### config.mk
export PLATFORM = sky130hd
export DESIGN_NAME = ccv_stage
export DESIGN_NICKNAME = d
export VERILOG_FILES = /design/src/hdl/cartesian_polar_converter_defines.svh /design/src/hdl/ccv_pkg.sv /design/src/hdl/ccv_stage.sv
export SDC_FILE = /design/constraint.sdc
export NUM_CORES = 1
export LEC_CHECK = 0
export BUFFER_PORTS_ARGS = -buffer_cell sky130_fd_sc_hd__buf_2
export CORE_UTILIZATION = 30
export CTS_BUF_LIST = sky130_fd_sc_hd__clkbuf_2 sky130_fd_sc_hd__clkbuf_4 sky130_fd_sc_hd__clkbuf_8
export CTS_CLUSTER_SIZE = 40
export DETAILED_ROUTE_END_ITERATION = 12
export HOLD_SLACK_MARGIN = 0.15
export MAX_ROUTING_LAYER = met4
export PLACE_DENSITY = 0.51
export SYNTH_ARGS = -nofsm -noshare
export SYNTH_HDL_FRONTEND = slang
export SYNTH_SLANG_ARGS = --single-unit
### constraint.sdc
create_clock -name clk -period 6.55 [get_ports clk]
set_input_delay 0 -clock clk [delete_from_list [all_inputs] [get_ports clk]]
set_output_delay 0 -clock clk [all_outputs]
set_load 0.005 [all_outputs]
### src/hdl/cartesian_polar_converter_defines.svh
// ---------------------------------------------------------------------------
// Cartesian/polar converter assertion macros
// Shared concurrent check macros, clocked on clk and held off during rst_n.
// ---------------------------------------------------------------------------
`ifndef CARTESIAN_POLAR_CONVERTER_DEFINES_SVH
`define CARTESIAN_POLAR_CONVERTER_DEFINES_SVH

// Same-cycle implication check.
`define CCV_CHECK_NOW(label, ante, cons, msg) \
  label: assert property (@(posedge clk) disable iff (!rst_n) (ante) |-> (cons)) \
    else $error(msg);

// Next-cycle implication check.
`define CCV_CHECK_NEXT(label, ante, cons, msg) \
  label: assert property (@(posedge clk) disable iff (!rst_n) (ante) |=> (cons)) \
    else $error(msg);

`endif

### src/hdl/ccv_pkg.sv
`timescale 1ns / 1ps
// ---------------------------------------------------------------------------
// ccv_pkg
// Types, fixed-point constants and the arctangent table of the converter.
// ---------------------------------------------------------------------------
package ccv_pkg;

  // angle accumulator: Q.30 radians, room for pi plus the sum of all steps
  localparam int ZW = 35;
  // rounded coordinate width after gain compensation
  localparam int QW = 20;
  localparam int ATAN_ENTRIES = 24;

  localparam logic ACT_TO_POLAR = 1'b0;
  localparam logic ACT_TO_CART  = 1'b1;

  localparam logic signed [ZW-1:0] PI_Q30      = 35'sd3373259426;
  localparam logic signed [ZW-1:0] HALF_PI_Q30 = 35'sd1686629713;
  localparam logic signed [15:0]   PI_Q13      = 16'sd25736;
  localparam longint unsigned      GAIN_BASE_Q24 = 64'd10188014;
  localparam int                   GAIN_FRAC   = 24;

  typedef struct packed {
    logic valid;
    logic action;
    logic zero;    // vectoring request on the origin
  } ccv_ctl_t;

  function automatic logic signed [ZW-1:0] atan_q30(input int unsigned idx);
    logic signed [ZW-1:0] v;
    case (idx)
      0:       v = 35'sh0_3243F6A8;
      1:       v = 35'sh0_1DAC6705;
      2:       v = 35'sh0_0FADBAFC;
      3:       v = 35'sh0_07F56EA6;
      4:       v = 35'sh0_03FEAB76;
      5:       v = 35'sh0_01FFD55B;
      6:       v = 35'sh0_00FFFAAA;
      7:       v = 35'sh0_007FFF55;
      8:       v = 35'sh0_003FFFEA;
      9:       v = 35'sh0_001FFFFD;
      10:      v = 35'sh0_000FFFFF;
      11:      v = 35'sh0_0007FFFF;
      12:      v = 35'sh0_0003FFFF;
      13:      v = 35'sh0_0001FFFF;
      14:      v = 35'sh0_0000FFFF;
      15:      v = 35'sh0_00007FFF;
      16:      v = 35'sh0_00003FFF;
      17:      v = 35'sh0_00001FFF;
      18:      v = 35'sh0_00000FFF;
      19:      v = 35'sh0_000007FF;
      20:      v = 35'sh0_000003FF;
      21:      v = 35'sh0_000001FF;
      22:      v = 35'sh0_000000FF;
      23:      v = 35'sh0_0000007F;
      default: v = '0;
    endcase
    return v;
  endfunction

endpackage

### src/hdl/ccv_stage.sv
`timescale 1ns / 1ps
// ---------------------------------------------------------------------------
// ccv_stage
// One registered CORDIC micro-rotation; vectoring or rotation per request.
// ---------------------------------------------------------------------------
module ccv_stage #(
  parameter int CW    = 23,
  parameter int STAGE = 0
) (
  input  logic                            clk,
  input  logic                            rst_n,
  input  ccv_pkg::ccv_ctl_t               ctl_i,
  input  logic signed [CW-1:0]            x_i,
  input  logic signed [CW-1:0]            y_i,
  input  logic signed [ccv_pkg::ZW-1:0]   z_i,
  output logic                            ready_o,
  output ccv_pkg::ccv_ctl_t               ctl_o,
  output logic signed [CW-1:0]            x_o,
  output logic signed [CW-1:0]            y_o,
  output logic signed [ccv_pkg::ZW-1:0]   z_o,
  input  logic                            ready_i
);
  import ccv_pkg::*;

  localparam logic signed [ZW-1:0] ATAN = atan_q30(STAGE);

  ccv_ctl_t             ctl_r;
  logic signed [CW-1:0] x_r, y_r, x_nxt, y_nxt, xsh, ysh;
  logic signed [ZW-1:0] z_r, z_nxt;
  logic                 ccw;

  always_comb begin
    xsh = x_i >>> STAGE;
    ysh = y_i >>> STAGE;
    // rotation drives z to zero, vectoring drives y to zero
    ccw = (ctl_i.action == ACT_TO_CART) ? (z_i >= 0) : (y_i < 0);
    if (ccw) begin
      x_nxt = x_i - ysh;
      y_nxt = y_i + xsh;
      z_nxt = z_i - ATAN;
    end else begin
      x_nxt = x_i + ysh;
      y_nxt = y_i - xsh;
      z_nxt = z_i + ATAN;
    end
  end

  assign ready_o = !ctl_r.valid || ready_i;

  always_ff @(posedge clk) begin
    if (!rst_n) begin
      ctl_r <= '0;
    end else if (ready_o) begin
      ctl_r.valid <= ctl_i.valid;
      if (ctl_i.valid) begin
        ctl_r.action <= ctl_i.action;
        ctl_r.zero   <= ctl_i.zero;
      end
    end
  end

  always_ff @(posedge clk) begin
    if (ready_o && ctl_i.valid) begin
      x_r <= x_nxt;
      y_r <= y_nxt;
      z_r <= z_nxt;
    end
  end

  assign ctl_o = ctl_r;
  assign x_o   = x_r;
  assign y_o   = y_r;
  assign z_o   = z_r;

endmodule

Word-level counts from Yosys, hierarchy flattened
Index checks and enable logic that the tools add are counted.
W data, S select, Z words.

word-level totals
  register bits after elaboration = 84
  input port bits = 87

operators by class
  add/sub/neg operators = 5
  order comparisons = 2
  muxes and demuxes = 4
  reduce and logical (&&, ||, !) cells = 4

operators by type and width
  cell                      count
  $mux W23                  2
  $sub A23 B23 Y23          2
  $add A35 B31 Y35 const B  1
  $ge A35 B1 Y1 const B     1
  $mux W35                  1
  $sub A35 B31 Y35 const B  1
  $add A23 B23 Y23          1
  $lt A23 B1 Y1 const B     1
  $reduce_and A2 Y1         1
  $logic_and A1 B1 Y1       1
  $logic_not A1 Y1          1
  $logic_or A1 B1 Y1        1
  $mux W1                   1

Depth between registers and ports, before layout
  depth after elaboration = 3
  depth in mapped cells = 14

Worst setup path before layout
Ideal clock, no wire load.

  path type = input-to-reg
  from = in ctl_i[1] (netlist name)
  to = reg z_r[30], in the netlist z_o[30], data pin
  data arrival time = 3,226 ps
  required time = 6,281 ps
  slack = 3,056 ps
  cell stages on the path = 12
  path buffers = 3
  cells stage by stage = mux2i_1 -> clkbuf_1 -> clkbuf_1 -> clkbuf_1 -> ha_1 -> a211oi_1 -> o21bai_1 -> a211oi_1 -> o211ai_2 -> o2bb2ai_1 -> o31ai_1 -> xor2_1

between the ends
  longest elaborated chain between the ends = 2

RTL lines
  element               line             text
  start, declared       ccv_stage.sv:12  input ccv_pkg::ccv_ctl_t ctl_i,
  $mux W1               ccv_stage.sv:36  ccw = (ctl_i.action == ACT_TO_CART) ? (z_i >= 0) : (y_i < 0);
  $mux W35              ccv_stage.sv:37  if (ccw) begin
  named net z_nxt[30]   ccv_stage.sv:29  logic signed [ZW-1:0] z_r, z_nxt;
  end signal, assigned  ccv_stage.sv:66  z_r <= z_nxt;
  end, declared         ccv_stage.sv:29

The timed path passes the listed nets, and every way through them passes these cells.
A chain may end at the register's enable or synchronous reset.

Final worst setup path
  from = in ctl_i[1] (netlist name)
  to = reg z_r[34], in the netlist z_o[34], data pin

Same word-level chain as after synthesis.

==> summary.txt <==
Global routing
  – Vias in the first global route: roughly 7.2k
  – GRT Total Usage: ~18%
  – Congestion Overflow GR: 0
  – Antenna violations before repair: 0
  – Global-route wire length before repair: 38400 um
  – Largest net degree at the start of global routing: 59

Critical path
  – Cell mode on critical path: dlygate4sd3_1
  – Crit path buffers/inverters: 4
  – Crit. Startpoint: ctl_i[1]
  – Critical path class: in2reg
  – Worst Path Required: 6.67 ns
  – Levels on crit path: 13
  – Slowest-stage cell, CP: clkinv_1
  – Startpoint class of the critical path: primary input
  – Worst r2r path cells: 4
  – CP top delay family: buffers and inverters
  – CP max FO: 16
  – Setup crit end kind: flop
  – Worst R2R Start: ctl_o[2]
  – Slowest stage delay, CP: roughly 0.72 ns
  – Worst-path cell chain: dlygate4sd3_1, buf_2, mux2i_4, clkinv_1, ha_1, a21o_1, o21bai_1, a211oi_1, o211ai_2, o2bb2ai_1, o41ai_2, xnor2_1, dlygate4sd3_1
  – Arrival @ worst endpoint: 5.03 ns

Logic synthesis
  – Mapped Avg Cell Area: 8.76 um^2
  – Top cell type's share of synthesized area: approximately 30%
  – Cell taking the most area after synthesis: edfxtp_1
  – Primary FF master, synth: edfxtp_1
  – Async SR Flop Fraction: 0%
  – Synthesis Warnings: 0
  – Post-synthesis register bit count: 83
  – Synth cell types: 80
  – Count leader, synth: ha_1
  – Syn Inst Count: 931
  – Post-synth EDFFs: 80
  – Post-synthesis sequential area ratio: 30.2%
  – Synth top area cells: edfxtp_1 (29%), ha_1 (15%), a21oi_1 (5.8%)
  – Synth Net Count: 1118
  – Mapped cell area: 8150 um^2
  – Post-synth top cells: ha_1 (96), a21oi_1 (94), edfxtp_1 (80), inv_1 (80), nor2_1 (58)

Cells and area
  – Nets@finish: 1283
  – Layout fillers: 2718
  – Area of the multi-input gates: 5210 um^2
  – Layout cells sized above 1: 18.6%
  – Synth-to-Final Area Change: 19.6%
  – Final Util: a little under two fifths
  – N_diodes: 0
  – Seq. cell area: 2460 um^2

Worst hold path
  – Hold path depth: 3
  – Hold crit path type: in2reg
  – Startpoint of the worst hold path: y_i[1]

Pwr
  – VDD IR max: about 0.073 mV
  – Power Density: 196 nW/um^2
  – Pleak: 4.25 nW
  – Total power: roughly 1.9 mW

Timing
  – FMAX: roughly 0.20 GHz
  – Final setup vio count: 0
  – Setup tns final: 0 ns
  – Fin crit period: 4.91 ns
  – Worst-margin pin slew: 0.914 ns
  – Unrepaired setup endpoints after global routing: no
  – Final Skew: 0.0114 ns
  – Max transition margin: a little under 40%
  – Worst hold slack: 0.191 ns
  – Final Max Tran Viols: 0
  – Final Cycle Share: 75.0%
  – Final hold vios: 0

Outcome
  – Outcome: completed

Route
  – Total Wirelength: 24100 um
  – DRC Markers: 0
  – Drt pass-1 iters: 5
  – Wire length per cell: approximately 17 um
  – Antenna viol nets, final: 0
  – DRT iter0 DRCs: 568
  – Avg Vias per Cell: between 5 and 6
  – DR vias: 7480

Die
  – FP Rows: ~60
  – Die ar.: about 28000 um^2
  – Die height: 167 um
  – Die X: 167 um
  – Initial core utilization: a little under a third
  – Ports: 172
  – Core box area: 26400 um^2

Flow run
  – Maxcap violations: 0

Placed design
  – GP Congestion: 0.857
  – Post-DP HPWL: approximately 19000 um
  – Buffers on Ports: 171

Clock network
  – CTS Buf Count: 9
  – CTS resizes: 0
  – Max clock buf depth: 2
  – CTS tree: built
  – # Post-CTS Setup Buffers: 0
  – CTS HTree Levels: 3
  – CTS Root Cell: clkbuf_8
  – Hold buffer count at CTS: 24
  – Clock transition at path regs: 0.09 ns
  – Num Clock Sinks: 83
  – Worst-Skew Late Latency: 0.36 ns
==> flip-flops by register name, indices dropped and copies added, names as in the netlist <==
signal and flops:
z_o 35, x_o 22, ctl_o 3, y_o 23
==> layout make-up <==
type | instances | share of cell area, %
well taps | 335 | 4.30
multi-input cells | 720 | 53.5
repair buffers | 198 | 11.5
clock inverters | 6 | 0.911
flip-flops and latches | 83 | 25.3
inverters | 84 | 3.25
clock buffers | 10 | 1.35
==> metrics by stage <==
step | cell area, um^2 | std cells | worst slack [ns]
final | 9750 | 1436 | 1.64
after global routing | 9750 | 1436 | 1.33
after CTS | 9750 | 1436 | 1.68
after detailed placement | 9290 | 1396 | 2.33
after global placement | 9290 | 1396 | 2.37
after floorplan | 8150 | 931 | 3.06
==> power by group <==
group          total [mW]  internal (mW)  switching [mW]
combinational       0.782          0.324           0.458
clock               0.413          0.220           0.194
sequential          0.714          0.692          0.0217
total                1.91           1.24           0.673
==> cell families (layout without fill, tap and decap cells) <==
| family | after synthesis | after routing | share of synthesized area [%] |
|---|---|---|---|
| compound gates | 326 | 326 | 26.6 |
| simple gates | 218 | 218 | 13.2 |
| buf+inv | 128 | 298 | 6.05 |
| fa+ha+maj | 100 | 100 | 15.7 |
| flops | 83 | 83 | 30.2 |
| xor+xnor | 71 | 71 | 7.63 |
| mux | 5 | 5 | 0.614 |
==> layout by cell type (no fill, tap or decap), types with 20 or more instances in the layout <==
cell type      netlist  routed
nand2_1             55      55
xnor2_1             53      53
edfxtp_1            80      80
dlygate4sd3_1        0      24
a21o_1              26      26
buf_2                1     171
inv_1               80      78
nand3_1             20      20
nor2_1              58      58
ha_1                96      96
o21ai_0             37      37
a21oi_1             94      94
==> final timing paths <==
check	end	slack, ns
min reg2reg	ctl_o[0]	1.02
max	z_o[34]	1.64
min	x_o[1]	0.19
max reg2reg	y_o[7]	4.57
==> worst reg2reg max path, cell delays in order (launching register included) <==
cell and delay [ns]:
dfxtp_1 0.32, nand2b_1 0.10, nand2_1 0.11, clkinv_2 0.38, buf_4 0.65
==> routing by layer <==
layer / GRT usage, % / share of wire (%) / vias to the layer above
met5: - / 0 / -
met4: 6.00 / 2.3 / 0
met3: 1.90 / 3.5 / 35
met2: 27.8 / 45 / 214
met1: 24.0 / 49 / 3484
li1: - / - / 3747
Note: power is estimated with default switching activity, not from simulation.
