File: src/hdl/cartesian_polar_converter_defines.svh
// ---------------------------------------------------------------------------
// Cartesian/polar converter assertion macros
// Shared concurrent check macros, clocked on clk and held off during rst_n.
// ---------------------------------------------------------------------------
`ifndef CARTESIAN_POLAR_CONVERTER_DEFINES_SVH
`define CARTESIAN_POLAR_CONVERTER_DEFINES_SVH

// Same-cycle implication check.
`define CCV_CHECK_NOW(label, ante, cons, msg) \
  label: assert property (@(posedge clk) disable iff (!rst_n) (ante) |-> (cons)) \
    else $error(msg);

// Next-cycle implication check.
`define CCV_CHECK_NEXT(label, ante, cons, msg) \
  label: assert property (@(posedge clk) disable iff (!rst_n) (ante) |=> (cons)) \
    else $error(msg);

`endif

File: src/hdl/ccv_pkg.sv
`timescale 1ns / 1ps
// ---------------------------------------------------------------------------
// ccv_pkg
// Types, fixed-point constants and the arctangent table of the converter.
// ---------------------------------------------------------------------------
package ccv_pkg;

  // angle accumulator: Q.30 radians, room for pi plus the sum of all steps
  localparam int ZW = 35;
  // rounded coordinate width after gain compensation
  localparam int QW = 20;
  localparam int ATAN_ENTRIES = 24;

  localparam logic ACT_TO_POLAR = 1'b0;
  localparam logic ACT_TO_CART  = 1'b1;

  localparam logic signed [ZW-1:0] PI_Q30      = 35'sd3373259426;
  localparam logic signed [ZW-1:0] HALF_PI_Q30 = 35'sd1686629713;
  localparam logic signed [15:0]   PI_Q13      = 16'sd25736;
  localparam longint unsigned      GAIN_BASE_Q24 = 64'd10188014;
  localparam int                   GAIN_FRAC   = 24;

  typedef struct packed {
    logic valid;
    logic action;
    logic zero;    // vectoring request on the origin
  } ccv_ctl_t;

  function automatic logic signed [ZW-1:0] atan_q30(input int unsigned idx);
    logic signed [ZW-1:0] v;
    case (idx)
      0:       v = 35'sh0_3243F6A8;
      1:       v = 35'sh0_1DAC6705;
      2:       v = 35'sh0_0FADBAFC;
      3:       v = 35'sh0_07F56EA6;
      4:       v = 35'sh0_03FEAB76;
      5:       v = 35'sh0_01FFD55B;
      6:       v = 35'sh0_00FFFAAA;
      7:       v = 35'sh0_007FFF55;
      8:       v = 35'sh0_003FFFEA;
      9:       v = 35'sh0_001FFFFD;
      10:      v = 35'sh0_000FFFFF;
      11:      v = 35'sh0_0007FFFF;
      12:      v = 35'sh0_0003FFFF;
      13:      v = 35'sh0_0001FFFF;
      14:      v = 35'sh0_0000FFFF;
      15:      v = 35'sh0_00007FFF;
      16:      v = 35'sh0_00003FFF;
      17:      v = 35'sh0_00001FFF;
      18:      v = 35'sh0_00000FFF;
      19:      v = 35'sh0_000007FF;
      20:      v = 35'sh0_000003FF;
      21:      v = 35'sh0_000001FF;
      22:      v = 35'sh0_000000FF;
      23:      v = 35'sh0_0000007F;
      default: v = '0;
    endcase
    return v;
  endfunction

endpackage

File: src/hdl/ccv_if.sv


interface ccv_out_if;
  logic               valid;
  logic               ready;
  logic        [15:0] radius_out;
  logic signed [15:0] angle_out;
  logic signed [15:0] x_out;
  logic signed [15:0] y_out;

  modport source (output valid, radius_out, angle_out, x_out, y_out, input ready);
  modport sink   (input valid, radius_out, angle_out, x_out, y_out, output ready);
endinterface

File: src/hdl/ccv_post.sv
`timescale 1ns / 1ps
// ---------------------------------------------------------------------------
// ccv_post
// Gain compensation and output rounding: a split multiply stage, then the
// add, round, saturate stage that forms the output register.
// ---------------------------------------------------------------------------
module ccv_post #(
  parameter int DATA_WIDTH = 16,
  parameter int ITERATIONS = 16,
  parameter int CW         = 23
) (
  input  logic                            clk,
  input  logic                            rst_n,
  input  ccv_pkg::ccv_ctl_t               ctl_i,
  input  logic signed [CW-1:0]            x_i,
  input  logic signed [CW-1:0]            y_i,
  input  logic signed [ccv_pkg::ZW-1:0]   z_i,
  output logic                            ready_o,
  ccv_out_if.source                       out_ch
);
  import ccv_pkg::*;

  localparam int GSH = 2 * ITERATIONS;
  localparam longint unsigned GCORR =
    (2 * GAIN_BASE_Q24 / 3 + (64'd1 << (GSH - 1))) >> GSH;
  localparam logic [23:0] GAIN = 24'(GAIN_BASE_Q24 + GCORR);

  localparam int HW = CW - 16 + 25;              // high partial product
  localparam int LW = 42;                        // low partial product
  localparam int PW = CW + 25;                   // full product
  localparam int SH = GAIN_FRAC + DATA_WIDTH - 12;
  localparam logic signed [PW-1:0] RND = $signed(PW'(1)) <<< (SH - 1);

  // stage 1: partial products
  ccv_ctl_t             ctl1_r;
  logic signed [HW-1:0] px_hi_r, py_hi_r, px_hi_nxt, py_hi_nxt;
  logic signed [LW-1:0] px_lo_r, py_lo_r, px_lo_nxt, py_lo_nxt;
  logic signed [ZW-1:0] z1_r;
  logic                 ready1;

  // stage 2: output register
  logic                 vld_r;
  logic        [15:0]   radius_r, radius_nxt;
  logic signed [15:0]   angle_r, angle_nxt, x_r, x_nxt, y_r, y_nxt;
  logic                 ready2;

  logic signed [PW-1:0] sx, sy;
  logic signed [QW-1:0] qx, qy;
  logic signed [ZW-1:0] za;
  logic signed [ZW-18:0] qa;

  always_comb begin
    px_hi_nxt = $signed(x_i[CW-1:16]) * $signed({1'b0, GAIN});
    py_hi_nxt = $signed(y_i[CW-1:16]) * $signed({1'b0, GAIN});
    px_lo_nxt = $signed({1'b0, x_i[15:0]}) * $signed({1'b0, GAIN});
    py_lo_nxt = $signed({1'b0, y_i[15:0]}) * $signed({1'b0, GAIN});
  end

  assign ready2  = !vld_r || out_ch.ready;
  assign ready1  = !ctl1_r.valid || ready2;
  assign ready_o = ready1;

  always_ff @(posedge clk) begin
    if (!rst_n) begin
      ctl1_r <= '0;
    end else if (ready1) begin
      ctl1_r.valid <= ctl_i.valid;
      if (ctl_i.valid) begin
        ctl1_r.action <= ctl_i.action;
        ctl1_r.zero   <= ctl_i.zero;
      end
    end
  end

  always_ff @(posedge clk) begin
    if (ready1 && ctl_i.valid) begin
      px_hi_r <= px_hi_nxt;
      py_hi_r <= py_hi_nxt;
      px_lo_r <= px_lo_nxt;
      py_lo_r <= py_lo_nxt;
      z1_r    <= z_i;
    end
  end

  always_comb begin
    sx = $signed({px_hi_r, 16'h0000}) + $signed({{(PW-LW){px_lo_r[LW-1]}}, px_lo_r}) + RND;
    sy = $signed({py_hi_r, 16'h0000}) + $signed({{(PW-LW){py_lo_r[LW-1]}}, py_lo_r}) + RND;
    qx = $signed(sx[PW-1:SH]);
    qy = $signed(sy[PW-1:SH]);
    za = z1_r + ZW'(65536);
    qa = $signed(za[ZW-1:17]);

    radius_nxt = '0;
    angle_nxt  = '0;
    x_nxt      = '0;
    y_nxt      = '0;
    if (ctl1_r.action == ACT_TO_POLAR) begin
      if (!ctl1_r.zero) begin
        if (qx < 0) begin
          radius_nxt = '0;
        end else if (qx > QW'(65535)) begin
          radius_nxt = 16'hFFFF;
        end else begin
          radius_nxt = qx[15:0];
        end
        if (qa > (ZW-17)'(PI_Q13)) begin
          angle_nxt = PI_Q13;
        end else if (qa < -(ZW-17)'(PI_Q13)) begin
          angle_nxt = -PI_Q13;
        end else begin
          angle_nxt = qa[15:0];
        end
      end
    end else begin
      if (qx > QW'(32767)) begin
        x_nxt = 16'sh7FFF;
      end else if (qx < -QW'(32768)) begin
        x_nxt = -16'sh8000;
      end else begin
        x_nxt = qx[15:0];
      end
      if (qy > QW'(32767)) begin
        y_nxt = 16'sh7FFF;
      end else if (qy < -QW'(32768)) begin
        y_nxt = -16'sh8000;
      end else begin
        y_nxt = qy[15:0];
      end
    end
  end

  always_ff @(posedge clk) begin
    if (!rst_n) begin
      vld_r <= 1'b0;
    end else if (ready2) begin
      vld_r <= ctl1_r.valid;
    end
  end

  always_ff @(posedge clk) begin
    if (ready2 && ctl1_r.valid) begin
      radius_r <= radius_nxt;
      angle_r  <= angle_nxt;
      x_r      <= x_nxt;
      y_r      <= y_nxt;
    end
  end

  assign out_ch.valid      = vld_r;
  assign out_ch.radius_out = radius_r;
  assign out_ch.angle_out  = angle_r;
  assign out_ch.x_out      = x_r;
  assign out_ch.y_out      = y_r;

endmodule
File: src/flat_wrapper.sv
// flat-port wrapper written by rule: the top's interface ports become plain ports
module ccv_post_flat import ccv_pkg::*;
#(
  parameter int DATA_WIDTH = 16,
  parameter int ITERATIONS = 16,
  parameter int CW         = 23
)
  (clk, rst_n, ctl_i, x_i, y_i, z_i, ready_o, out_ch_valid, out_ch_radius_out, out_ch_angle_out, out_ch_x_out, out_ch_y_out, out_ch_ready);
  ccv_out_if out_ch_i ();
  input  logic clk;
  input  logic rst_n;
  input  ccv_pkg::ccv_ctl_t ctl_i;
  input  logic signed [CW-1:0] x_i;
  input  logic signed [CW-1:0] y_i;
  input  logic signed [ccv_pkg::ZW-1:0] z_i;
  output logic ready_o;
  output wire logic [$bits(out_ch_i.valid)-1:0] out_ch_valid;
  output wire logic [$bits(out_ch_i.radius_out)-1:0] out_ch_radius_out;
  output wire logic [$bits(out_ch_i.angle_out)-1:0] out_ch_angle_out;
  output wire logic [$bits(out_ch_i.x_out)-1:0] out_ch_x_out;
  output wire logic [$bits(out_ch_i.y_out)-1:0] out_ch_y_out;
  input wire logic [$bits(out_ch_i.ready)-1:0] out_ch_ready;
  assign out_ch_valid = out_ch_i.valid;
  assign out_ch_radius_out = out_ch_i.radius_out;
  assign out_ch_angle_out = out_ch_i.angle_out;
  assign out_ch_x_out = out_ch_i.x_out;
  assign out_ch_y_out = out_ch_i.y_out;
  assign out_ch_i.ready = out_ch_ready;
  ccv_post #(.DATA_WIDTH(DATA_WIDTH), .ITERATIONS(ITERATIONS), .CW(CW)) u_core (.clk(clk), .rst_n(rst_n), .ctl_i(ctl_i), .x_i(x_i), .y_i(y_i), .z_i(z_i), .ready_o(ready_o), .out_ch(out_ch_i));
endmodule
File: config.mk
export PLATFORM = sky130hd
export DESIGN_NAME = ccv_post_flat
export DESIGN_NICKNAME = d
export VERILOG_FILES = /design/src/hdl/cartesian_polar_converter_defines.svh /design/src/hdl/ccv_pkg.sv /design/src/hdl/ccv_if.sv /design/src/hdl/ccv_post.sv /design/src/flat_wrapper.sv
export SDC_FILE = /design/constraint.sdc
export NUM_CORES = 1
export LEC_CHECK = 0
export ABC_CLOCK_PERIOD_IN_PS = 6900
export BUFFER_PORTS_ARGS = -buffer_cell sky130_fd_sc_hd__buf_2
export CAP_MARGIN = 5
export CELL_PAD_IN_SITES_DETAIL_PLACEMENT = 0
export CELL_PAD_IN_SITES_GLOBAL_PLACEMENT = 2
export CORE_ASPECT_RATIO = 0.8
export CORE_MARGIN = 8
export CORE_UTILIZATION = 39
export CTS_CLUSTER_SIZE = 30
export DETAILED_ROUTE_END_ITERATION = 10
export PLACE_DENSITY = 0.85
export SETUP_SLACK_MARGIN = 0.4
export SYNTH_ARGS = -nofsm -noshare
export SYNTH_HDL_FRONTEND = slang
export SYNTH_SLANG_ARGS = --single-unit
File: constraint.sdc
create_clock -name clk -period 6.9 [get_ports clk]
set_input_delay 0.69 -clock clk [delete_from_list [all_inputs] [get_ports clk]]
set_output_delay 0.69 -clock clk [all_outputs]
set_load 0.005 [all_outputs]
# Word-level counts from Yosys, hierarchy flattened
# Cells that the tools add are included.
# W data, S select, Z words.
[totals] ff_bits=243 output_inout_bits=66 word_cells=55
[op_classes] n_addsub=5 multipliers=4 n_lt_le_gt_ge=8 n_mux=7 n_bitwise=1 n_reduce_logical=13
[op_table] op="$add A48 B29 Y48 const B" count=2
[op_table] op="$add A48 B41 Y48" count=2
[op_table] op="$mul A16 B23 Y39 const B" count=2
[op_table] op="$mux W16" count=4
[op_table] op="$mul A7 B24 Y31 const B" count=2
[op_table] op="$mux W15" count=3
[op_table] op="$gt A20 B16 Y1 const B" count=2
[op_table] op="$lt A20 B16 Y1 const B" count=2
[op_table] op="$add A35 B18 Y35 const B" count=1
[op_table] op="$gt A20 B17 Y1 const B" count=1
[op_table] op="$lt A20 B1 Y1 const B" count=1
[op_table] op="$gt A18 B16 Y1 const B" count=1
[op_table] op="$lt A18 B16 Y1 const B" count=1
[op_table] op="$reduce_or A2 Y1" count=3
[op_table] op="$reduce_or A3 Y1" count=2
[op_table] op="$reduce_or A4 Y1" count=1
[op_table] op="$logic_and A1 B1 Y1" count=2
[op_table] op="$logic_not A1 Y1" count=2
[op_table] op="$logic_or A1 B1 Y1" count=2
[op_table] op="$reduce_and A2 Y1" count=1
[op_table] op="$not A1 Y1" count=1

# Depth between registers and ports, before layout
[depth] depth_word=5 depth_mapped=23 depth_no_buf=23

# Least setup slack after synthesis
# No wires, ideal clock.
[synth_timing] path_kind="in2reg" start="input y_i[13]" end="register u_core.py_lo_r[33], data pin" setup_ns=0.135 arrival_time_ns=6.420 slack_ns=0.345 stages=19 n_path_buf=0 cell_sequence="fa_1 -> fa_1 -> inv_1 -> fa_1 -> fa_1 -> fa_1 -> fa_1 -> inv_1 -> ha_1 -> a2111oi_0 -> o21ai_0 -> a32oi_1 -> o21ai_0 -> a21boi_0 -> a21oi_1 -> o21ai_0 -> a21boi_0 -> or4b_2 -> nand3_1"
[synth_between] elab_chain_cells=1
[synth_rtl] item="from (decl)" line="flat_wrapper.sv:14" rtl="input logic signed [CW-1:0] y_i;"
[synth_rtl] item="$mul A16 B23 Y39" line="ccv_post.sv:56" rtl="py_lo_nxt = $signed({1'b0, y_i[15:0]}) * $signed({1'b0, GAIN});"
[synth_rtl] item="net u_core.py_lo_nxt[33]" line="ccv_post.sv:37" rtl="logic signed [LW-1:0] px_lo_r, py_lo_r, px_lo_nxt, py_lo_nxt;"
[synth_rtl] item="to (signal assigned)" line="ccv_post.sv:80" rtl="py_lo_r <= py_lo_nxt;"
[synth_rtl] item="to (decl)" line="ccv_post.sv:37"
# The timed path passes the listed nets, and every way through them passes these cells.
# A chain may end at the register's enable or synchronous reset.

# Worst setup path in the final report
# Ends and elaborated chain as after synthesis.

==> flow_summary.yaml <==
outcome:
  status: "completed"
setup_path:
  crit_path_top_delay_cell: "or4b_2"
  required_ns: 7.23
  crit_start: "y_i[13]"
  r2r-end: "u_core.out_ch.radius_out[12]$_SDFFCE_PP0P_"
  crit_fanout: 5
  endpoint_kind: "register"
  r2r_slack_ns: 2.21
  critPathMostFrequentCell: "fa_1"
  critPathBufInv: 8
  path_class: "input port to register"
  cp-start-kind: "input port"
  ff2ff_path_depth: 12
  r2r_start: "u_core.px_lo_r[25]$_DFFE_PP_"
  cpPeakStageDelay_ns: 0.62
  path_delay_family: "adder cells"
  critical_path_arrival_ns: 6.57
sta:
  slew_headroom: 0.263
  setup_viol: 0
  fmax_mhz: 160
  fin_crit_sh: 0.905
  hold_viol: 0
  finalCriticalPeriod_ns: 6.25
  fin_worst_skew_ns: 0.0153
  worst_pin_slew_ns: 1.08
  fin_tns_setup_ns: 0
  rsz0062_at_grt: "yes"
  setup_ws_ns: 0.653
  drv_slew: 0
detailed_routing:
  ant_nets: 0
  vias_per_cell: 4.91
  wl_per_cell_um: 16.6
  vias: 18500
  drt-total-wl_mm: 62.6
  firstDrtPassIters: 7
  drtIter0Drc: 900
  route.detailed.drc: 0
clock_network:
  cts_root_buf: "clkbuf_16"
  h-tree-depth: 4
  clk_path_buf_depth: 2
  numCtsBuffers: 17
  worstSkewPairLatency_ns: 0.46
  ctsHoldBuffers: 0
  cts_sinks: 195
  cts_tree: "done"
  clk_pin_slew_ns: 0.08
synth:
  synth_commonest_cells: "638 x inv_1, 517 x ha_1, 374 x fa_1"
  syn_avg_cell_area_um2: 10.6
  seq_area_frac_synth: 0.210
  synth_area_mm2: 0.0277
  synth_flop_cell: "edfxtp_1"
  yosysMostFrequentCell: "inv_1"
  synth_top_area_share: 0.270
  yosys.area.top_type: "fa_1"
  synthTopCellsByArea: "fa_1 27%, ha_1 23%, edfxtp_1 21%"
  synth-edff-count: 191
  ys_types: 71
  ys_seq_elements: 195
  synth_nets: 3592
  syn-instance-count: 2614
  postSynth.asyncResetShare: 0
  ys_warn_count: 0
layout:
  fillCellCount: 6684
  utilization: 0.437
  synthToLayoutAreaGrowth_pct: 11.0
  final_nets: 3807
  instances_no_fill: 3778
  drive_gt1_frac: 0.106
place:
  dp_cells: 3743
  place_congestion: 0.936
  dpl.hpwl_mm: 54.8
  dp_slack_ns: -0.182
  port_buffers: 136
global_routing:
  grt_overflow_total: 0
  grt_pass1_vias: 20200
  grt_max_degree: 75
  grt_usage: 0.161
  grt_pass1_wl_mm: 104
  antenna_found_initial: 2
worst_hold_path:
  min_delay_path_depth: 1
  hp-class: "input port to register"
  min_from: "z_i[18]"
  hold_end: "u_core.z1_r[18]$_DFFE_PP_"
die:
  chipHeight_um: 254
  ios: 153
  start_util: 0.394
  num_rows: 87
  fp.dieW_um: 314
  die_area_mm2: 0.0799
  core_mm2: 0.0704
flow_run:
  maxCapViolCount: 0
[area by class of cell]
cell class / instances / area [um2] / share of cell area
clock inverter: 15 / 189 / 0.00614
clock buffer: 17 / 425 / 0.0138
timing repair buffer: 215 / 1270 / 0.0414
tap: 934 / 1170 / 0.0380
sequential: 195 / 5820 / 0.189
antenna: 2 / 5.00 / 0.000163
inverter: 638 / 2400 / 0.0779
multi-input combinational: 1762 / 19500 / 0.634
[state kept, by name (all words and copies together), names as in the netlist]
register	flops
u_core.out_ch.x_out	16
u_core.out_ch.y_out	16
u_core.z1_r	19
u_core.out_ch.angle_out	16
u_core.out_ch.radius_out	16
u_core.ctl1_r	3
u_core.px_lo_r	23
u_core.py_hi_r	31
u_core.py_lo_r	23
u_core.out_ch.valid	1
u_core.px_hi_r	31
[stage by stage]
step / hold slack, ns / area, um2
CTS: 0.378 / 30700
detailed placement: 0.507 / 30100
finish: 0.405 / 30800
floorplan: 0.477 / 27700
global route: 0.379 / 30800
global placement: 0.502 / 30100
[metal layers]
layer / part of all wire / vias up / GRT usage
met2: 0.48 / 283 / 0.271
met4: 0.021 / 0 / 0.0389
met5: 0 / - / 0
met1: 0.47 / 9108 / 0.219
li1: - / 9075 / -
met3: 0.037 / 71 / 0.0249
[logic make-up (layout without fill, tap and decap cells)]
kind of cell / Yosys count / after routing / share of synthesized area
muxes: 1 / 1 / 0.000406
AOI/OAI and AO/OA: 387 / 387 / 0.0920
other: 0 / 2 / 0
xor gates and xnor gates: 124 / 124 / 0.0392
DFF: 195 / 195 / 0.210
adders and majority gates: 891 / 891 / 0.503
and+or+nand+nor: 359 / 359 / 0.0653
buffers and inverters: 657 / 885 / 0.0900
[how the worst max path moves through the flow]
stage	end	cells past startpoint
after detailed placement	u_core.py_lo_r[33]$_DFFE_PP_	21
after CTS	u_core.py_lo_r[33]$_DFFE_PP_	21
after global routing	u_core.px_lo_r[39]$_DFFE_PP_	23
after floorplan	u_core.py_lo_r[33]$_DFFE_PP_	19
after global placement	u_core.py_lo_r[33]$_DFFE_PP_	21
final	u_core.py_lo_r[33]$_DFFE_PP_	25
[cell usage in the layout, fill, tap and decap left out, types with 6 or more instances in the layout]
| cell | synthesis | final |
|---|---|---|
| a21oi_1 | 117 | 113 |
| ha_1 | 517 | 517 |
| nor2_1 | 93 | 93 |
| inv_1 | 638 | 636 |
| and3_1 | 21 | 21 |
| and4_1 | 7 | 7 |
| and2_1 | 11 | 11 |
| fa_1 | 374 | 369 |
| a31oi_1 | 9 | 9 |
| buf_2 | 4 | 136 |
| or2_2 | 13 | 13 |
| buf_4 | 0 | 79 |
| nor3_1 | 30 | 30 |
| o21ai_0 | 63 | 60 |
| nand4_1 | 10 | 10 |
| nand2b_1 | 15 | 15 |
| a21oi_2 | 10 | 14 |
| a21o_1 | 49 | 49 |
| nand3_1 | 36 | 36 |
| a2111oi_0 | 10 | 8 |
| o211ai_1 | 11 | 11 |
| or3_1 | 10 | 10 |
| a211o_1 | 6 | 6 |
| edfxtp_1 | 191 | 191 |
| clkbuf_16 | 0 | 17 |
| o21a_1 | 22 | 22 |
| xnor2_1 | 81 | 81 |
| nor2b_1 | 30 | 29 |
| o21bai_1 | 10 | 10 |
| nand2_1 | 68 | 67 |
| a211oi_1 | 13 | 13 |
| a21boi_0 | 8 | 7 |
| xor2_1 | 43 | 43 |
[repair_timing]
action,CTS,global route
setup buffers,0,1
endpoints found under the setup margin,2,14
gates resized for setup,2,23
pin swaps,1,5
Power is left out: the tool's default activity adds up to more than one toggle a clock period on the data nets, which glitch-free logic cannot reach.
