<file path="config.mk">
export PLATFORM = sky130hd
export DESIGN_NAME = ccv_pre_flat
export DESIGN_NICKNAME = d
export VERILOG_FILES = /design/src/hdl/cartesian_polar_converter_defines.svh /design/src/hdl/ccv_pkg.sv /design/src/hdl/ccv_if.sv /design/src/hdl/ccv_pre.sv /design/src/flat_wrapper.sv
export SDC_FILE = /design/constraint.sdc
export NUM_CORES = 1
export LEC_CHECK = 0
export BUFFER_PORTS_ARGS = -buffer_cell sky130_fd_sc_hd__buf_4
export CORE_MARGIN = 2
export CORE_UTILIZATION = 40
export DETAILED_ROUTE_END_ITERATION = 8
export PLACE_DENSITY_LB_ADDON = 0.05
export SETUP_SLACK_MARGIN = 0.2
export SLEW_MARGIN = 10
export SYNTH_ARGS = -nofsm -noshare
export SYNTH_HDL_FRONTEND = slang
export SYNTH_SLANG_ARGS = --single-unit
</file>
<file path="constraint.sdc">
create_clock -name clk -period 10.65 [get_ports clk]
set_input_delay 3.195 -clock clk [delete_from_list [all_inputs] [get_ports clk]]
set_output_delay 3.195 -clock clk [all_outputs]
set_load 0.01 [all_outputs]
</file>
<file path="src/hdl/cartesian_polar_converter_defines.svh">
// ---------------------------------------------------------------------------
// Cartesian/polar converter assertion macros
// Shared concurrent check macros, clocked on clk and held off during rst_n.
// ---------------------------------------------------------------------------
`ifndef CARTESIAN_POLAR_CONVERTER_DEFINES_SVH
`define CARTESIAN_POLAR_CONVERTER_DEFINES_SVH

// Same-cycle implication check.
`define CCV_CHECK_NOW(label, ante, cons, msg) \
  label: assert property (@(posedge clk) disable iff (!rst_n) (ante) |-> (cons)) \
    else $error(msg);

// Next-cycle implication check.
`define CCV_CHECK_NEXT(label, ante, cons, msg) \
  label: assert property (@(posedge clk) disable iff (!rst_n) (ante) |=> (cons)) \
    else $error(msg);

`endif

</file>
<file path="src/hdl/ccv_pkg.sv">
`timescale 1ns / 1ps
// ---------------------------------------------------------------------------
// ccv_pkg
// Types, fixed-point constants and the arctangent table of the converter.
// ---------------------------------------------------------------------------
package ccv_pkg;

  // angle accumulator: Q.30 radians, room for pi plus the sum of all steps
  localparam int ZW = 35;
  // rounded coordinate width after gain compensation
  localparam int QW = 20;
  localparam int ATAN_ENTRIES = 24;

  localparam logic ACT_TO_POLAR = 1'b0;
  localparam logic ACT_TO_CART  = 1'b1;

  localparam logic signed [ZW-1:0] PI_Q30      = 35'sd3373259426;
  localparam logic signed [ZW-1:0] HALF_PI_Q30 = 35'sd1686629713;
  localparam logic signed [15:0]   PI_Q13      = 16'sd25736;
  localparam longint unsigned      GAIN_BASE_Q24 = 64'd10188014;
  localparam int                   GAIN_FRAC   = 24;

  typedef struct packed {
    logic valid;
    logic action;
    logic zero;    // vectoring request on the origin
  } ccv_ctl_t;

  function automatic logic signed [ZW-1:0] atan_q30(input int unsigned idx);
    logic signed [ZW-1:0] v;
    case (idx)
      0:       v = 35'sh0_3243F6A8;
      1:       v = 35'sh0_1DAC6705;
      2:       v = 35'sh0_0FADBAFC;
      3:       v = 35'sh0_07F56EA6;
      4:       v = 35'sh0_03FEAB76;
      5:       v = 35'sh0_01FFD55B;
      6:       v = 35'sh0_00FFFAAA;
      7:       v = 35'sh0_007FFF55;
      8:       v = 35'sh0_003FFFEA;
      9:       v = 35'sh0_001FFFFD;
      10:      v = 35'sh0_000FFFFF;
      11:      v = 35'sh0_0007FFFF;
      12:      v = 35'sh0_0003FFFF;
      13:      v = 35'sh0_0001FFFF;
      14:      v = 35'sh0_0000FFFF;
      15:      v = 35'sh0_00007FFF;
      16:      v = 35'sh0_00003FFF;
      17:      v = 35'sh0_00001FFF;
      18:      v = 35'sh0_00000FFF;
      19:      v = 35'sh0_000007FF;
      20:      v = 35'sh0_000003FF;
      21:      v = 35'sh0_000001FF;
      22:      v = 35'sh0_000000FF;
      23:      v = 35'sh0_0000007F;
      default: v = '0;
    endcase
    return v;
  endfunction

endpackage

</file>
<file path="src/hdl/ccv_if.sv">
`timescale 1ns / 1ps
// ---------------------------------------------------------------------------
// ccv_in_if / ccv_out_if
// Valid/ready channels for converter requests and results.
// ---------------------------------------------------------------------------
interface ccv_in_if;
  logic               valid;
  logic               ready;
  logic               action;
  logic signed [15:0] x_in;
  logic signed [15:0] y_in;
  logic        [14:0] radius_in;
  logic signed [15:0] angle_in;

  modport source (output valid, action, x_in, y_in, radius_in, angle_in, input ready);
  modport sink   (input valid, action, x_in, y_in, radius_in, angle_in, output ready);
endinterface


</file>
<file path="src/hdl/ccv_pre.sv">
`timescale 1ns / 1ps
// ---------------------------------------------------------------------------
// ccv_pre
// Input stage: scales the request, folds it into the right half plane and
// registers the starting vector and angle.
// ---------------------------------------------------------------------------
module ccv_pre #(
  parameter int DATA_WIDTH = 16,
  parameter int CW         = 23
) (
  input  logic                            clk,
  input  logic                            rst_n,
  ccv_in_if.sink                          in_ch,
  output ccv_pkg::ccv_ctl_t               ctl_o,
  output logic signed [CW-1:0]            x_o,
  output logic signed [CW-1:0]            y_o,
  output logic signed [ccv_pkg::ZW-1:0]   z_o,
  input  logic                            ready_i
);
  import ccv_pkg::*;

  localparam int SCL = DATA_WIDTH - 12;

  ccv_ctl_t             ctl_r;
  logic signed [CW-1:0] x_r, y_r, x_nxt, y_nxt;
  logic signed [ZW-1:0] z_r, z_nxt;
  logic                 zero_nxt;

  logic signed [CW-1:0] xs, ys, rs;
  logic signed [15:0]   a_sat;
  logic signed [ZW-1:0] az;

  always_comb begin
    xs = $signed({{(CW-16){in_ch.x_in[15]}}, in_ch.x_in}) <<< SCL;
    ys = $signed({{(CW-16){in_ch.y_in[15]}}, in_ch.y_in}) <<< SCL;
    rs = $signed({{(CW-15){1'b0}}, in_ch.radius_in}) <<< SCL;

    if (in_ch.angle_in > PI_Q13) begin
      a_sat = PI_Q13;
    end else if (in_ch.angle_in < -PI_Q13) begin
      a_sat = -PI_Q13;
    end else begin
      a_sat = in_ch.angle_in;
    end
    az = $signed({{(ZW-16){a_sat[15]}}, a_sat}) <<< 17;

    zero_nxt = (in_ch.x_in == 16'sd0) && (in_ch.y_in == 16'sd0);
    if (in_ch.action == ACT_TO_POLAR) begin
      if (in_ch.x_in < 16'sd0) begin
        x_nxt = -xs;
        y_nxt = -ys;
        z_nxt = (in_ch.y_in >= 16'sd0) ? PI_Q30 : -PI_Q30;
      end else begin
        x_nxt = xs;
        y_nxt = ys;
        z_nxt = '0;
      end
    end else begin
      // fold angles beyond +-pi/2 back by pi and flip the start vector
      y_nxt = '0;
      if (az > HALF_PI_Q30) begin
        z_nxt = az - PI_Q30;
        x_nxt = -rs;
      end else if (az < -HALF_PI_Q30) begin
        z_nxt = az + PI_Q30;
        x_nxt = -rs;
      end else begin
        z_nxt = az;
        x_nxt = rs;
      end
    end
  end

  assign in_ch.ready = !ctl_r.valid || ready_i;

  always_ff @(posedge clk) begin
    if (!rst_n) begin
      ctl_r <= '0;
    end else if (in_ch.ready) begin
      ctl_r.valid <= in_ch.valid;
      if (in_ch.valid) begin
        ctl_r.action <= in_ch.action;
        ctl_r.zero   <= zero_nxt;
      end
    end
  end

  always_ff @(posedge clk) begin
    if (in_ch.ready && in_ch.valid) begin
      x_r <= x_nxt;
      y_r <= y_nxt;
      z_r <= z_nxt;
    end
  end

  assign ctl_o = ctl_r;
  assign x_o   = x_r;
  assign y_o   = y_r;
  assign z_o   = z_r;

endmodule

</file>
<file path="src/flat_wrapper.sv">
// flat-port wrapper written by rule: the top's interface ports become plain ports
module ccv_pre_flat import ccv_pkg::*;
#(
  parameter int DATA_WIDTH = 16,
  parameter int CW         = 23
)
  (clk, rst_n, ctl_o, x_o, y_o, z_o, ready_i, in_ch_valid, in_ch_action, in_ch_x_in, in_ch_y_in, in_ch_radius_in, in_ch_angle_in, in_ch_ready);
  ccv_in_if in_ch_i ();
  input  logic clk;
  input  logic rst_n;
  output ccv_pkg::ccv_ctl_t ctl_o;
  output logic signed [CW-1:0] x_o;
  output logic signed [CW-1:0] y_o;
  output logic signed [ccv_pkg::ZW-1:0] z_o;
  input  logic ready_i;
  input wire logic [$bits(in_ch_i.valid)-1:0] in_ch_valid;
  input wire logic [$bits(in_ch_i.action)-1:0] in_ch_action;
  input wire logic [$bits(in_ch_i.x_in)-1:0] in_ch_x_in;
  input wire logic [$bits(in_ch_i.y_in)-1:0] in_ch_y_in;
  input wire logic [$bits(in_ch_i.radius_in)-1:0] in_ch_radius_in;
  input wire logic [$bits(in_ch_i.angle_in)-1:0] in_ch_angle_in;
  output wire logic [$bits(in_ch_i.ready)-1:0] in_ch_ready;
  assign in_ch_i.valid = in_ch_valid;
  assign in_ch_i.action = in_ch_action;
  assign in_ch_i.x_in = in_ch_x_in;
  assign in_ch_i.y_in = in_ch_y_in;
  assign in_ch_i.radius_in = in_ch_radius_in;
  assign in_ch_i.angle_in = in_ch_angle_in;
  assign in_ch_ready = in_ch_i.ready;
  ccv_pre #(.DATA_WIDTH(DATA_WIDTH), .CW(CW)) u_core (.clk(clk), .rst_n(rst_n), .in_ch(in_ch_i), .ctl_o(ctl_o), .x_o(x_o), .y_o(y_o), .z_o(z_o), .ready_i(ready_i));
endmodule
</file>
Word level (Yosys, flattened, before mapping) --
Cells that the tools add are included.
Storage, ports and cells: bits in writable memories 0, memories kept 0, bits in latches 0, logic and storage cells 39, bits in registers 84, bits in read-only memories 0, bits of input ports 68
Cells by class: magnitude comparators 6, mux-type cells 12, multipliers 0, $add $sub $neg 5, divide/modulo/power cells 0, reduce and logical (&&, ||, !) cells 8, shifts and indexed selects 0, eq/ne operators 0, bitwise operators 1
Operators by type and width (number):
- two-way mux 35 bit | 5
- two-way mux 23 bit | 5
- negator 20 -> 23 bit | 2
- adder 33 x 33 -> 34 bit (second input constant) | 1
- subtractor 33 x 33 -> 34 bit (second input constant) | 1
- > comparator 33 x 32 -> 1 bit (second input constant) | 1
- less-than comparator 33 x 32 -> 1 bit (second input constant) | 1
- zero test 16 bit | 2
- two-way mux 16 bit | 2
- negator 19 -> 23 bit | 1
- >= comparator 16 x 1 -> 1 bit (second input constant) | 1
- > comparator 16 bit (second input constant) | 1
- less-than comparator 16 x 1 -> 1 bit (second input constant) | 1
- less-than comparator 16 bit (second input constant) | 1
- logical AND 1 bit | 2
- AND reduction 2 bit | 1
- OR reduction 2 bit | 1
- zero test 1 bit | 1
- logical OR 1 bit | 1
- inverter 1 bit | 1

Logic depth before layout (Yosys ltp) --
Gate-level depths: netlist (run 1).
depth after elaboration 7, gate-level depth with buffers 18, mapped depth without buffers 16

Worst setup path before layout (run 1) --
OpenSTA, ideal clock, no wires.
path type input -> register, start input port in_ch_angle_in[9], end register u_core.x_r[11] (netlist: u_core.x_o[11]) (data pin), arrival time 6.323 ns, stages on the path 17, data required time 10.383 ns, slack 4.060 ns, cell sequence clkbuf_1 -> and2_1 -> a21oi_1 -> o21ai_0 -> nand2_1 -> ha_1 -> clkbuf_1 -> a31oi_1 -> nand2_1 -> ha_1 -> nor3_1 -> o21ai_1 -> a211o_2 -> buf_4 -> o41ai_1 -> xor2_1 -> o21ai_0
On the way: word-level cells in the longest chain between the ends 7, elaborated cells on any way between the ends 9, classes of those cells order compare: 4; mux: 5
Ends and longest elaborated chain:
- from (decl) | line flat_wrapper.sv:21 | input wire logic [$bits(in_ch_i.angle_in)-1:0] in_ch_angle_in;
- less-than comparator 16 bit | line ccv_pre.sv:40 | end else if (in_ch.angle_in < -PI_Q13) begin
- two-way mux 16 bit | line ccv_pre.sv:40
- two-way mux 16 bit * | line ccv_pre.sv:38 | if (in_ch.angle_in > PI_Q13) begin
- less-than comparator 33 x 32 -> 1 bit | line ccv_pre.sv:64 | end else if (az < -HALF_PI_Q30) begin
- two-way mux 23 bit | line ccv_pre.sv:64
- two-way mux 23 bit * | line ccv_pre.sv:61 | if (az > HALF_PI_Q30) begin
- two-way mux 23 bit * | line ccv_pre.sv:48 | if (in_ch.action == ACT_TO_POLAR) begin
- named net u_core.x_nxt[11] | line ccv_pre.sv:25 | logic signed [CW-1:0] x_r, y_r, x_nxt, y_nxt;
- to (signal assigned) | line ccv_pre.sv:90 | x_r <= x_nxt;
- to (decl) | line ccv_pre.sv:25
The timed path passes the listed nets; every way through them passes the cells marked *. A chain may end at the register's enable or synchronous reset.

Final worst setup path (run 1) --
start input port in_ch_angle_in[5], end register u_core.z_r[27] (netlist: u_core.z_o[27]) (data pin)
On the way: word-level cells in the longest chain between the ends 7, elaborated cells on any way between the ends 11, classes of those cells add/sub: 2; order compare: 4; mux: 5
Ends and longest elaborated chain:
- less-than comparator 16 bit | line ccv_pre.sv:40
- two-way mux 16 bit | line ccv_pre.sv:40
- two-way mux 16 bit * | line ccv_pre.sv:38
- adder 33 x 33 -> 34 bit / less-than comparator 33 x 32 -> 1 bit (equally long branches) | line ccv_pre.sv:65, ccv_pre.sv:64
- two-way mux 35 bit | line ccv_pre.sv:64
- two-way mux 35 bit * | line ccv_pre.sv:61
- two-way mux 35 bit * | line ccv_pre.sv:48
- named net u_core.z_nxt[27] | line ccv_pre.sv:26 | logic signed [ZW-1:0] z_r, z_nxt;
- to (signal assigned) | line ccv_pre.sv:92 | z_r <= z_nxt;
- to (decl) | line ccv_pre.sv:26
Marks and branches as above.

==> reports/metrics.csv, run 1 <==
metric,value,unit
cap_violations,0,
dieArea,0.0125,mm2
synth_cells,530,
nNetsFinal,718,
rsz0062_at_grt,no,
dieHeight,112,um
period_minus_slack,7.04,ns
vias_per_cell,5.76,
core,0.0114,mm2
worstMarginPinSlew,0.879,ns
post_dp_cell_area,0.00563,mm2
yosysTopAreaCell,edfxtp_1,
grt_pass1_vias,4193,
power,0.790,mW
status,"finished, final reports clean",
maxSlewViolCount,0,
n_antenna_cell,0,
finalSetupViolCount,0,
endpoint_kind,register,
max_slew_margin,41.4,%
synth_edf_count,58,
critPathMaxStageDelay,0.87,ns
drive_gt1_share,27.7,%
cts_tree,done,
r2r.worst_path.cells,4,
hold_viol,0,
fmaxAchievable,142,MHz
synth_warnings,0,
ys.flop_type,edfxtp_1,
grt_max_degree,49,
cts_sinks,61,
cp_max_fo,26,
clkLatencyLatePin,0.33,ns
holdPathStages,2,
synth_top_area_share,37.6,%
critPathTopFamily,compound AO/OA/AOI/OAI gates,
swShare,31.0,%
p_switching,0.245,mW
syn_to_final_growth,27.3,%
cts_buffer_depth,2,
drc,0,
synthArstFlopShare,0,%
utilization,51.9,%
vdd_drop_max,83.5,uV
routed_wl,14.5,mm
num_vias,4542,
power_frac_clock,33.7,%
hold_ws,0.471,ns
cp.required,10.73,ns
root_buffer,clkbuf_16,
clkTransAtPathRegs,0.05,ns
cp_slowest_cell,ha_1,
cp_num_cells,16,
ys_ff_latch,61,
io_pins,153,
drt-wirelength-per-cell,18.4,um
p_int,0.545,mW
mostFrequentLayoutCells,"buf_4, edfxtp_1, nand2_1, nor2_1, o21ai_0",
synthTopCellsByArea,"edfxtp_1, xor2_1, nand2_1",
antenna_found_initial,0,
critPathLaunchType,input port,
fin_skew,0.00464,ns
ctsHoldBuffers,0,
layout.cells.most_common,buf_4,
fin_crit_sh,66.1,%
nFillCells,1107,
syn_avg_cell_area,8.75,um2
fin_area,0.00590,mm2
port-buffer-count,143,
firstDrtPassIters,6,
hold_class,register to register,
final_cells,789,
postCtsSetupBuffers,0,
die_w,112,um
yosysUniqueCellTypes,64,
seq_power_share,37.8,%
arrival,7.12,ns
p_leak,2.44,nW
ctsResizeCount,0,
grt-ovfl-total,0,
grt.total_usage,22.8,%
cp_cell_sequence,buf_4 -> and3_1 -> a21o_1 -> a21oi_1 -> o21ai_0 -> nand2_1 -> ha_1 -> a31oi_1 -> nand2_1 -> ha_1 -> nor3_1 -> o21ai_1 -> and2_0 -> o22ai_1 -> a21o_1 -> a211o_1,
drtIter0Drc,378,
placed_cells,773,
rows,39,
dp_hpwl,10.8,mm
fin_setup_tns,0,ns
cts_max_level,3,
synth_area,0.00464,mm2
gp_congestion,0.989,
setup_slack,3.61,ns
critical_path_class,input port to register,
cts_buffers,9,
start_util,40.8,%
place_ws,3.42,ns
critPathBufInv,1,
ant_nets,0,
ys_seq_area_share,38.9,%
grt_pass1_wl,22.5,mm
p_per_area,134,mW/mm2
comb_power_share,28.6,%
sequential cells by signal, summed over array words and instances (netlist names):
signal	count
u_core.z_o	20
u_core.x_o	19
u_core.ctl_o	3
u_core.y_o	19
final cells by class:
class                           instances  area (um2)  area share [%]
Timing Repair Buffer                  145        1090            18.4
Tap cell                              143         179            3.03
Clock inverter                          5        36.3           0.615
Multi-Input combinational cell        410        2510            42.6
Sequential cell                        61        1800            30.5
Inverter                               14        52.6           0.890
Clock buffer                           11         233            3.94
Yosys cell counts, types with 4 or more instances:
library cell,instances
or4_1,7
or2_2,6
or3_1,8
and3_1,4
inv_1,13
buf_2,8
a31oi_1,8
a21oi_1,33
xnor2_1,22
nor2_1,56
o211ai_1,4
ha_1,9
nand3_1,14
o41ai_1,4
a211o_1,4
buf_4,24
xor2_1,25
nor2b_1,4
o31ai_1,14
nand4_1,4
nor3_1,11
nand2b_1,10
clkbuf_1,18
a21o_1,7
nand2_1,56
o21ai_0,38
edfxtp_1,58
final timing paths:
| kind | startpoint | to | slack, ns |
|---|---|---|---|
| setup / recovery | in_ch_angle_in[5] | u_core.z_o[27] | 3.61 |
| hold / removal | u_core.ctl_o[1] | u_core.ctl_o[1] | 0.47 |
| hold reg to reg | u_core.ctl_o[1] | u_core.ctl_o[1] | 0.47 |
| setup reg to reg | u_core.ctl_o[2] | u_core.z_o[20] | 8.82 |
worst reg2reg max path: cells and delay by family (launching register included):
| kind | cells | cell delay (ns) |
|---|---|---|
| buffers and inverters | 2 | 0.93 |
| AND/OR/NAND/NOR | 2 | 0.22 |
| flip-flops | 1 | 0.31 |
power groups by stage:
stage          registers (mW)  logic, mW  clock network (mW)
3_5_place_dp            0.303      0.223                   0
5_1_grt                 0.300      0.245               0.281
6_report                0.298      0.226               0.266
3_3_place_gp            0.303      0.225                   0
4_1_cts                 0.299      0.224               0.271
2_1_floorplan           0.314      0.123                   0
per-layer routing:
metal	GRT usage, %	wire (um)	part of all wire, %
met5	0	0	0
met2	34.9	6600	46
met3	4.68	1300	9.0
met4	8.89	384	2.7
met1	31.8	6200	43
kinds of logic (layout without fill, tap and decap cells):
group	count (synthesis)	after routing	synth area share, %
mux	2	2	0.432
flops	61	61	38.9
compound gates	147	147	21.0
simple gates	196	196	20.7
other cells	1	9	0.0809
xor+xnor	47	47	8.88
fa+ha+maj	9	9	2.43
buf+inv	67	175	7.58
No activity file was read; power rests on OpenSTA's default activity.
==> run 2: changes to the inputs <==
==> constraint.sdc (replaced) <==
create_clock -name clk -period 5.9 [get_ports clk]
set_input_delay 1.77 -clock clk [delete_from_list [all_inputs] [get_ports clk]]
set_output_delay 1.77 -clock clk [all_outputs]
set_load 0.01 [all_outputs]
==> run 2 against run 1 <==
  * Combinational power rose by 83%
  * Flip-flop and latch count did not move
  * Critical endpoint unchanged
  * Non-clock buffer count rose by 8
  * Sequential share of layout area fell by 0.41 points
  * Total power rose by 87%
  * Register-to-register slack got worse by 4.8 ns
  * Global-route usage rose by 0.079 points
  * Clock-buffer cell count fell by 2
  * Core utilization rose by 0.72 points
  * Largest cell class unchanged
  * Clock power rose by 98%
  * Cell count rose by 1.0%
==> reports/metrics.csv, run 2 (synthesized netlist as in run 1, its figures left out) <==
metric,value,unit
hold_class,register to register,
fin_skew,0.00380,ns
core,0.0114,mm2
n_antenna_cell,0,
cp_slowest_cell,and2_0,
clkLatencyLatePin,0.33,ns
grt_pass1_vias,3980,
fin_setup_tns,0,ns
largest_reg_flops,20,
dp_hpwl,11.0,mm
syn_to_final_growth,29.1,%
fin_crit_sh,87.0,%
endpoint_kind,register,
drt-wirelength-per-cell,18.2,um
critPathTopFamily,compound AO/OA/AOI/OAI gates,
rows,39,
fmaxAchievable,195,MHz
dieHeight,112,um
r2r_slack,4.07,ns
ctsResizeCount,0,
cts_buffers,9,
max_slew_margin,46.8,%
mostFrequentLayoutCells,"buf_4, edfxtp_1, nand2_1, nor2_1, o21ai_0",
grt_pass1_wl,22.3,mm
vdd_drop_max,137,uV
routed_wl,14.5,mm
firstDrtPassIters,6,
postCtsSetupBuffers,0,
cts_tree,done,
vias_per_cell,5.75,
nNetsFinal,726,
antenna_found_initial,0,
p_leak,2.49,nW
rsz0062_at_grt,no,
ant_nets,0,
die_w,112,um
grt.total_usage,22.9,%
drc,0,
status,"finished, final reports clean",
period_minus_slack,5.13,ns
grt_max_degree,49,
maxSlewViolCount,0,
cp_cell_sequence,buf_4 -> and3_1 -> a21o_1 -> a21oi_1 -> o21ai_0 -> nand2_1 -> ha_1 -> buf_4 -> nor2_1 -> nand3_1 -> o21ai_1 -> and2_0 -> o22ai_1 -> a21o_1 -> a211o_1,
worstMarginPinSlew,0.797,ns
dieArea,0.0125,mm2
critPathBufInv,2,
cap_violations,0,
ctsHoldBuffers,0,
port-buffer-count,143,
clkTransAtPathRegs,0.06,ns
finalSetupViolCount,0,
num_vias,4582,
layout.cells.most_common,buf_4,
cts_max_level,3,
cp.required,5.98,ns
hold_ws,0.471,ns
p_per_area,247,mW/mm2
drtIter0Drc,462,
start_util,40.8,%
root_buffer,clkbuf_16,
arrival,5.21,ns
grt-ovfl-total,0,
critPathMaxStageDelay,0.52,ns
hold_viol,0,
critical_path_class,input port to register,
cts_buffer_depth,2,
drive_gt1_share,28.6,%
io_pins,153,
cts_sinks,61,
critPathLaunchType,input port,
cp_max_fo,14,
gp_congestion,0.982,
run 2: cell count changes in the layout (fill, tap and decap cells not counted), sizes merged:
cell	change
buf	+8
bufinv	+1
clkbuf	-2
clkinv	+1
run 2: final cells by class:
class | instances | area [um2]
Multi-Input combinational cell | 410 | 2510
Timing Repair Buffer | 153 | 1150
Sequential cell | 61 | 1800
Inverter | 14 | 52.6
Clock inverter | 7 | 65.1
Clock buffer | 9 | 225
Fill cell | 1067 | 5390
Tap cell | 143 | 179
run 2: worst min-delay path, cell delays in order, from the launching register on:
cell,delay [ns]
dfxtp_1,0.31
nand2_1,0.05
a21boi_0,0.07
run 2: power breakdown:
group | total (mW) | leakage, nW | internal, mW | switching (mW)
Clock | 0.526 | 0.135 | 0.324 | 0.202
Combinational | 0.413 | 1.76 | 0.177 | 0.236
Sequential | 0.539 | 0.596 | 0.526 | 0.0127
Total | 1.48 | 2.49 | 1.03 | 0.450
run 2: path summary, 6_finish.rpt:
check	start	to	cells after the start
min	u_core.ctl_o[1]	u_core.ctl_o[1]	2
min reg2reg	u_core.ctl_o[1]	u_core.ctl_o[1]	2
max	in_ch_angle_in[5]	u_core.z_o[27]	15
max reg2reg	u_core.ctl_o[2]	u_core.z_o[33]	4
run 2: through the flow:
stage	setup WS (ns)	total power, mW	std cells	instance area [um2]	util [%]
6_report	0.768	1.48	797	5980	52.6
5_1_grt	0.543	1.55	797	5980	52.6
4_1_cts	0.858	1.49	797	5980	52.6
3_5_place_dp	0.499	0.957	781	5690	50.1
3_3_place_gp	0.563	0.960	781	5690	50.1
2_1_floorplan	0.735	0.790	538	4670	-
run 2: metal layers:
layer	vias up	track usage (%)	routed length, um
met5	-	0	0
met4	0	6.67	285
met3	35	6.37	1440
met2	271	35.2	6550
met1	2127	31.7	6250
li1	2149	-	-
